==> src/pta_pkg.sv <==
// Package for the peer table with aging: command and status codes, register
// indexes, and the structs passed between the controller and the table cells.
// No dependencies; the cell, the top level and the testbench import it.
package pta_pkg;

  // Widest slot index and count that the table can need (up to 64 entries).
  localparam int SLOT_MAX_W = 6;
  localparam int CNT_MAX_W  = 7;

  // Configuration port geometry and register indexes.
  localparam int CFG_IDX_W  = 3;
  localparam int CFG_DATA_W = 64;
  localparam logic [CFG_IDX_W-1:0] CFG_BOOT_A_HIGH = 3'd0;
  localparam logic [CFG_IDX_W-1:0] CFG_BOOT_A_LOW  = 3'd1;
  localparam logic [CFG_IDX_W-1:0] CFG_BOOT_B_HIGH = 3'd2;
  localparam logic [CFG_IDX_W-1:0] CFG_BOOT_B_LOW  = 3'd3;
  localparam logic [CFG_IDX_W-1:0] CFG_AGE_LIMIT   = 3'd4;
  localparam logic [15:0] AGE_LIMIT_RESET = 16'd70;

  // Command codes of an input transaction.
  localparam logic [1:0] CMD_OBSERVE = 2'd0;
  localparam logic [1:0] CMD_SWEEP   = 2'd1;
  localparam logic [1:0] CMD_PICK    = 2'd2;

  // Result status codes.
  typedef enum logic [2:0] {
    ST_REFRESHED = 3'd0,
    ST_INSERTED  = 3'd1,
    ST_FULL      = 3'd2,
    ST_SWEPT     = 3'd3,
    ST_PICKED    = 3'd4,
    ST_EMPTY     = 3'd5
  } status_t;

  // Command fields held by the controller and seen by every cell.
  typedef struct packed {
    logic [1:0]            cmd;
    logic [63:0]           addr_high;
    logic [63:0]           addr_low;
    logic [15:0]           port;
    logic [31:0]           now;
    logic [SLOT_MAX_W-1:0] start;
    logic [15:0]           age_limit;
  } bcast_t;

  // Scan token that moves one cell per cycle and collects the findings.
  typedef struct packed {
    logic                  valid;
    logic                  hit;
    logic [SLOT_MAX_W-1:0] hit_slot;
    logic                  free_found;
    logic [SLOT_MAX_W-1:0] free_slot;
    logic [CNT_MAX_W-1:0]  freed;
    logic                  pick_found;
    logic                  pick_late;
    logic [SLOT_MAX_W-1:0] pick_slot;
    logic [63:0]           pick_addr_high;
    logic [63:0]           pick_addr_low;
    logic [15:0]           pick_port;
  } acc_t;

  // Write-back request from the controller to one cell.
  typedef struct packed {
    logic                  en;
    logic                  refresh;
    logic [SLOT_MAX_W-1:0] slot;
    logic                  perm;
  } wr_t;

endpackage

==> src/pta_cell.sv <==
// One slot of the peer table: holds an entry and updates the scan token.
// Depends on pta_pkg.
module pta_cell #(
  parameter int IDX = 0
) (
  input  logic            clk,
  input  logic            rst,
  input  pta_pkg::bcast_t bc,
  input  pta_pkg::wr_t    wr,
  input  pta_pkg::acc_t   acc_in,
  output pta_pkg::acc_t   acc_out
);
  import pta_pkg::*;

  localparam logic [SLOT_MAX_W-1:0] MY_SLOT = SLOT_MAX_W'(IDX);

  logic        used;
  logic        perm;
  logic [63:0] addr_high;
  logic [63:0] addr_low;
  logic [15:0] port;
  logic [31:0] seen;

  logic        here;
  logic        match;
  logic        expire;
  logic        late;
  logic        take_pick;
  logic        wr_here;
  logic [31:0] idle;
  acc_t        acc_next;

  // Local decisions for the token passing through this cell.
  assign here      = acc_in.valid;
  assign match     = used && (addr_high == bc.addr_high) && (addr_low == bc.addr_low);
  assign idle      = bc.now - seen;
  assign expire    = used && !perm && (idle > {16'd0, bc.age_limit});
  assign late      = (MY_SLOT >= bc.start);
  assign take_pick = used && (!acc_in.pick_found || (!acc_in.pick_late && late));
  assign wr_here   = wr.en && (wr.slot == MY_SLOT);

  // Fold this entry into the token according to the command.
  always_comb begin
    acc_next = acc_in;
    case (bc.cmd)
      CMD_OBSERVE: begin
        if (match && !acc_in.hit) begin
          acc_next.hit      = 1'b1;
          acc_next.hit_slot = MY_SLOT;
        end
        if (!used && !acc_in.free_found) begin
          acc_next.free_found = 1'b1;
          acc_next.free_slot  = MY_SLOT;
        end
      end
      CMD_SWEEP: begin
        if (expire) begin
          acc_next.freed = acc_in.freed + 1'b1;
        end
      end
      CMD_PICK: begin
        // A used entry at or after the start slot beats any earlier one below the start slot.
        if (take_pick) begin
          acc_next.pick_found     = 1'b1;
          acc_next.pick_late      = late;
          acc_next.pick_slot      = MY_SLOT;
          acc_next.pick_addr_high = addr_high;
          acc_next.pick_addr_low  = addr_low;
          acc_next.pick_port      = port;
        end
      end
      default: ;
    endcase
  end

  // Token register towards the next cell; the valid bit follows the input token.
  always_ff @(posedge clk) begin
    if (rst) begin
      acc_out.valid <= 1'b0;
    end else begin
      acc_out <= acc_next;
    end
  end

  // Slot flags: set on insertion, cleared when the sweep expires the entry.
  always_ff @(posedge clk) begin
    if (rst) begin
      used <= 1'b0;
      perm <= 1'b0;
    end else if (wr_here) begin
      if (!wr.refresh) begin
        used <= 1'b1;
        perm <= wr.perm;
      end
    end else if (here && (bc.cmd == CMD_SWEEP) && expire) begin
      used <= 1'b0;
      perm <= 1'b0;
    end
  end

  // Entry payload: the whole entry on insertion, only the time on refresh.
  always_ff @(posedge clk) begin
    if (wr_here) begin
      seen <= bc.now;
      if (!wr.refresh) begin
        addr_high <= bc.addr_high;
        addr_low  <= bc.addr_low;
        port      <= bc.port;
      end
    end
  end

endmodule

==> config.mk <==
export PLATFORM = sky130hd
export DESIGN_NAME = pta_cell
export DESIGN_NICKNAME = d
export VERILOG_FILES = /design/src/pta_pkg.sv /design/src/pta_cell.sv
export SDC_FILE = /design/constraint.sdc
export NUM_CORES = 1
export LEC_CHECK = 0
export BUFFER_PORTS_ARGS = -buffer_cell sky130_fd_sc_hd__clkbuf_2
export CORE_AREA = 2 2 221 223
export CTS_CLUSTER_DIAMETER = 50
export CTS_CLUSTER_SIZE = 10
export DETAILED_ROUTE_END_ITERATION = 10
export DIE_AREA = 0 0 223 225
export PLACE_DENSITY = 0.62
export SLEW_MARGIN = 20
export SYNTH_ARGS = -nofsm -noshare
export SYNTH_HDL_FRONTEND = slang
export SYNTH_SLANG_ARGS = --single-unit
export TNS_END_PERCENT = 50
==> constraint.sdc <==
create_clock -name clk -period 11.2 [get_ports clk]
set_input_delay 1.68 -clock clk [delete_from_list [all_inputs] [get_ports clk]]
set_output_delay 1.68 -clock clk [all_outputs]
set_load 0.01 [all_outputs]
Word-level counts from Yosys, hierarchy flattened --
Index checks and enable logic that the tools add are counted.
Word-level totals: input bits 385, output and inout port bits 174, word-level logic and storage cells 63, register bits 352
Operators by class: bitwise operators 1, mux-type cells 12, reduce and logical (&&, ||, !) cells 23, $add $sub $neg 2, $lt $le $gt $ge 2, eq/ne operators 5
Operators by type and width (number):
- $mux W152 | 2
- $eq A64 B64 Y1 | 2
- $gt A32 B16 Y1 | 1
- $sub A32 B32 Y32 | 1
- $mux W7 | 4
- $mux W14 | 1
- $logic_and A1 B1 Y1 | 11
- $add A7 B1 Y7 const B | 1
- $ge A1 B6 Y1 const A | 1
- $logic_not A1 Y1 | 6
- $logic_not A6 Y1 | 1
- $mux W1 | 5
- $reduce_and A2 Y1 | 2
- $eq A2 B1 Y1 const B | 1
- $eq A2 B2 Y1 const B | 1
- $logic_not A2 Y1 | 1
- $ne A2 B2 Y1 const B | 1
- $reduce_bool A2 Y1 | 1
- $logic_or A1 B1 Y1 | 1
- $not A1 Y1 | 1

Depth between registers and ports, before layout --
word-level depth 6, mapped depth 20, depth with buffers taken out 20

Worst setup path before layout --
Ideal clock, no wire load.
path type input port to flip-flop, start point input wr[3] in the netlist's numbering, end point register used, cell stages on the path 5, path slack 2.314 ns, setup time 0.098 ns, buffers on the path 0, data arrival time 8.788 ns, required time 11.102 ns, cells stage by stage nor4b_1 nand2_1 nor2_1 o21ai_0 a31oi_1
Between the ends: cells in the longest elaborated chain, start to end 4, elaborated cells between the ends (all ways) 6, classes of those cells eq/ne (1); mux (1); reduce/logical (4)
Ends and longest elaborated chain:
- start: declaration | RTL line pta_cell.sv:9 | input pta_pkg::wr_t wr,
- $logic_not A6 Y1 * | RTL line pta_cell.sv:40 | assign wr_here = wr.en && (wr.slot == MY_SLOT);
- $logic_and A1 B1 Y1 * | RTL line pta_cell.sv:40
- $ne A2 B2 Y1 (no source line) / $reduce_bool A2 Y1 (equally long branches)
- $reduce_and A2 Y1 (no source line)
- end signal: assignment | RTL line pta_cell.sv:88 | used <= 1'b0;
- end signal: assignment | RTL line pta_cell.sv:92 | used <= 1'b1;
- end signal: assignment | RTL line pta_cell.sv:96 | used <= 1'b0;
- end: declaration | RTL line pta_cell.sv:17 | logic used;
Every way passes the cells marked *; elsewhere a longest branch is shown, timed or not. A chain may end at the register's enable or synchronous reset.

==> key figures <==
Yosys
  – Yosys warns: 0
  – Area share of xor/xnor cells in the synthesized design: 0.0529
  – Ys flop type: edfxtp_1
  – Async S/R FF share, synth: 0
  – Register bit count reported by yosys: 352
  – Post-synthesis mux area share: 0.0796
  – Mapped Cells: around 1200
  – Syn Nets: 1650
  – Netlist cell types: 79
  – Synth Area in Simple Gates: 0.0787
  – Dominant combinational cell family by area after synthesis: compound AO/OA/AOI/OAI gates
  – Register area share after synthesis: 0.630
  – Mapped Area: 16700 um2
  – Compound-cell area share of the yosys netlist: 0.0890
  – Synthesized-area fraction occupied by adder cells: 0.0371
  – Post-Syn Area per Cell: 13.8 um2
  – EDFF count, synth: between 300 and 400

Timing
  – Final Critical Period: 5780 ps
  – Slew HR: 0.285
  – Worst Clk Skew: 24.3 ps
  – Period utilization: 0.516
  – Final Hold Viols: 0
  – Final setup vio count: 0
  – Final Max Slew Viols: 0
  – Slew at the pin with the worst max-slew slack: 1070 ps
  – RSZ-0062 raised after global routing: no
  – Fin Setup TNS: 0 ps
  – FMAX: 0.173 GHz

Die
  – Die ar.: 50200 um2
  – Die X: 223 um
  – Core Footprint: 47500 um2
  – Die Ht: 225 um
  – FP Rows: 80
  – IO Count: around 560
  – Initial Utilization: 0.352

Final layout
  – Layout area overhead: 29.0%
  – Ratio of cells with drive above 1 in the final layout: 0.426
  – Most common cell after layout, fill and taps aside: clkbuf_2
  – Layout fillers: approximately 4400
  – Final Util: 0.454
  – Most frequent cells in the layout: clkbuf_2 (558), edfxtp_1 (349), mux2_2 (116)
  – Layout Nets: between 2000 and 2500

GRT
  – Initial antenna violation count: 10
  – Met2 usage: 0.353
  – First-pass GRT wire length: 76300 um
  – Grt ovf: 0
  – Busiest grt layer: met2
  – Pin count of the biggest net entering global routing: between 90 and 100
  – Vias in the first global route: between 10000 and 15000
  – Tot GR Track Use: 0.203
  – Met3 GRT Util: 0.0498
  – Met1 Use GR: 0.244

Setup path
  – CP Capture Type: register
  – Worst path required time: 11500 ps
  – Reg-to-Reg End: acc_out[153]
  – Critical setup path kind: primary input to register
  – Crit-path cells: clkbuf_2 > inv_1 > ha_1 > fa_1 > nor2b_2 > o2111ai_2 > nand2_1 > a21o_1 > a21oi_1 > xnor2_1 > ha_1 > a21o_1 > a21o_1 > a221o_1 > a2111o_1 > o21a_1 > nor4_4 > nand4_1 > nor4_4 > nor2b_2 > mux2_4
  – RR Startpoint: seen[0]
  – Critical path data arrival time: 6080 ps
  – R2R setup slack: 6310 ps
  – Crit path launch: bc[22]
  – CP delay by family, top: compound AO/OA/AOI/OAI gates
  – Cell repeated most along the worst path: a21o_1
  – CP startpoint kind: primary input
  – Critical-path top delay cell: nor4_4
  – CP Capture Point: acc_out[153]
  – Slowest cell delay on critical path: 480 ps
  – R2R cell count: 19
  – WP buf/inv: 2
  – Critical path peak fanout: 6
  – CP Depth: 21

Pwr
  – Sw Share: 0.237
  – Internal power: 2.42 mW
  – Sw Pwr: about 0.75 mW
  – Pwr Density: 147 nW/um2
  – Combinational power share: 0.105
  – Sequential share of power: 0.481
  – Clock network power share: 0.415
  – Peak supply drop: between 100 and 150 uV
  – Lkg Pwr: 9.05 nW

Placement
  – Gpl congestion: 0.887
  – Hpwl dp: 42200 um
  – IO Port Bufs: ~560

CTS
  – CTS tree: yes
  – CTS Hold Buffers Added: 0
  – CTS Buf Count: 47
  – Clock Tree Buf Depth: 3
  – Post-CTS sizing: 0
  – Clock slew at reported path FFs: 50 ps
  – H-tree depth: 2
  – Postcts setup bufs: 0
  – CTS sink cnt: 352
  – Root buffer cell: clkbuf_16
  – Clk_lat worst skew: 570 ps

Outcome
  – Status: complete, no violations

Drt
  – Antenna viol nets, final: 0
  – DRC violations left: 0
  – Iteration count of the initial detailed-routing pass: 5
  – Post-Route WL: 53000 um
  – Via/cell ratio: 5.00
  – DR vias: 12200
  – Starting DRT DRC Count: 706
  – Wire per inst: 21.7 um

Job
  – Max-Cap Viols: 0

Min path
  – Hold Crit Class: register to register
metal layers:
layer	up-vias	share of wire
li1	5772	-
met1	5868	0.40
met2	459	0.50
met3	94	0.067
met4	2	0.034
met5	-	0.00028
metrics by stage:
step                instance area, um2  worst slack, ps  power [mW]  cells  hold WS, ps
global route                     21600             5230        3.29   2439          556
CTS                              21600             5460        3.21   2432          539
floorplan                        16700             2310        1.71   1216          462
global placement                 20200             4950        1.88   2364          517
finish                           21600             5420        3.18   2440          539
detailed placement               20200             4860        1.89   2364          527
sequential cells by signal, summed over array words and instances (netlist names):
signal and flops:
perm 1, addr_low 64, addr_high 64, acc_out 174, used 1, port 16
seen 32
cell type report:
class,instances,area (um2),area share
well taps,615,769,0.0357
flip-flops and latches,352,10500,0.488
clock inverters,15,123,0.00568
inverters,112,425,0.0197
repair buffers,565,2850,0.132
clock buffers,53,1200,0.0555
diodes,8,20.0,0.000928
multi-input cells,720,5660,0.262
worst min-delay path, stage by stage (launching register included):
cell and delay (ps):
dfxtp_1 350, mux2i_1 80, nor2_1 80
power by group through the flow:
stage | Combinational [mW] | Clock, mW | Sequential, mW
3_5_place_dp | 0.332 | 0 | 1.55
5_1_grt | 0.363 | 1.39 | 1.53
3_3_place_gp | 0.327 | 0 | 1.55
2_1_floorplan | 0.129 | 0 | 1.58
6_report | 0.333 | 1.32 | 1.53
4_1_cts | 0.334 | 1.35 | 1.53
worst min path at each step:
stage / startpoint / end / slack, ps / depth (start not counted)
5_1_grt: port[13] / acc_out[13] / 560 / 1
4_1_cts: perm / perm / 540 / 2
3_3_place_gp: perm / perm / 520 / 2
3_5_place_dp: perm / perm / 530 / 2
2_1_floorplan: perm / perm / 460 / 2
6_report: perm / perm / 540 / 2
cells in the mapped netlist, types with 3 or more instances:
master | number | area share
o22ai_1 | 17 | 0.0064
edfxtp_1 | 349 | 0.63
o21bai_1 | 6 | 0.0027
dfxtp_1 | 3 | 0.0036
a22o_1 | 4 | 0.0021
and4_1 | 3 | 0.0016
a2bb2oi_1 | 4 | 0.0021
and2_1 | 6 | 0.0022
o2bb2ai_1 | 9 | 0.0047
and3_1 | 4 | 0.0015
o21a_1 | 6 | 0.0027
ha_1 | 48 | 0.036
a221o_1 | 3 | 0.0018
a21oi_1 | 34 | 0.010
xor2_1 | 61 | 0.032
nand2b_1 | 8 | 0.0030
a21o_1 | 9 | 0.0040
or3_2 | 3 | 0.0013
a31oi_1 | 6 | 0.0022
o211ai_1 | 7 | 0.0031
xnor2_1 | 40 | 0.021
a211oi_1 | 7 | 0.0031
a221oi_1 | 9 | 0.0047
clkbuf_1 | 29 | 0.0065
a22oi_1 | 3 | 0.0013
nor4_1 | 20 | 0.0075
a2111oi_0 | 3 | 0.0016
nand2_1 | 63 | 0.014
mux2_2 | 116 | 0.078
inv_1 | 112 | 0.025
nand3_1 | 10 | 0.0030
nor3_1 | 18 | 0.0054
nand4_1 | 30 | 0.011
o2111ai_1 | 4 | 0.0021
nor2_1 | 31 | 0.0070
nor2b_1 | 19 | 0.0071
o21ai_0 | 54 | 0.016
or3_1 | 5 | 0.0019
a211oi_2 | 4 | 0.0030
kinds of logic after synthesis:
| kind of cell | count (synthesis) |
|---|---|
| AOI/OAI and AO/OA | 213 |
| xor gates and xnor gates | 101 |
| adders and majority gates | 49 |
| buffers and inverters | 144 |
| DFF | 352 |
| muxes | 118 |
| and+or+nand+nor | 239 |
Note: power is estimated with default switching activity, not from simulation.
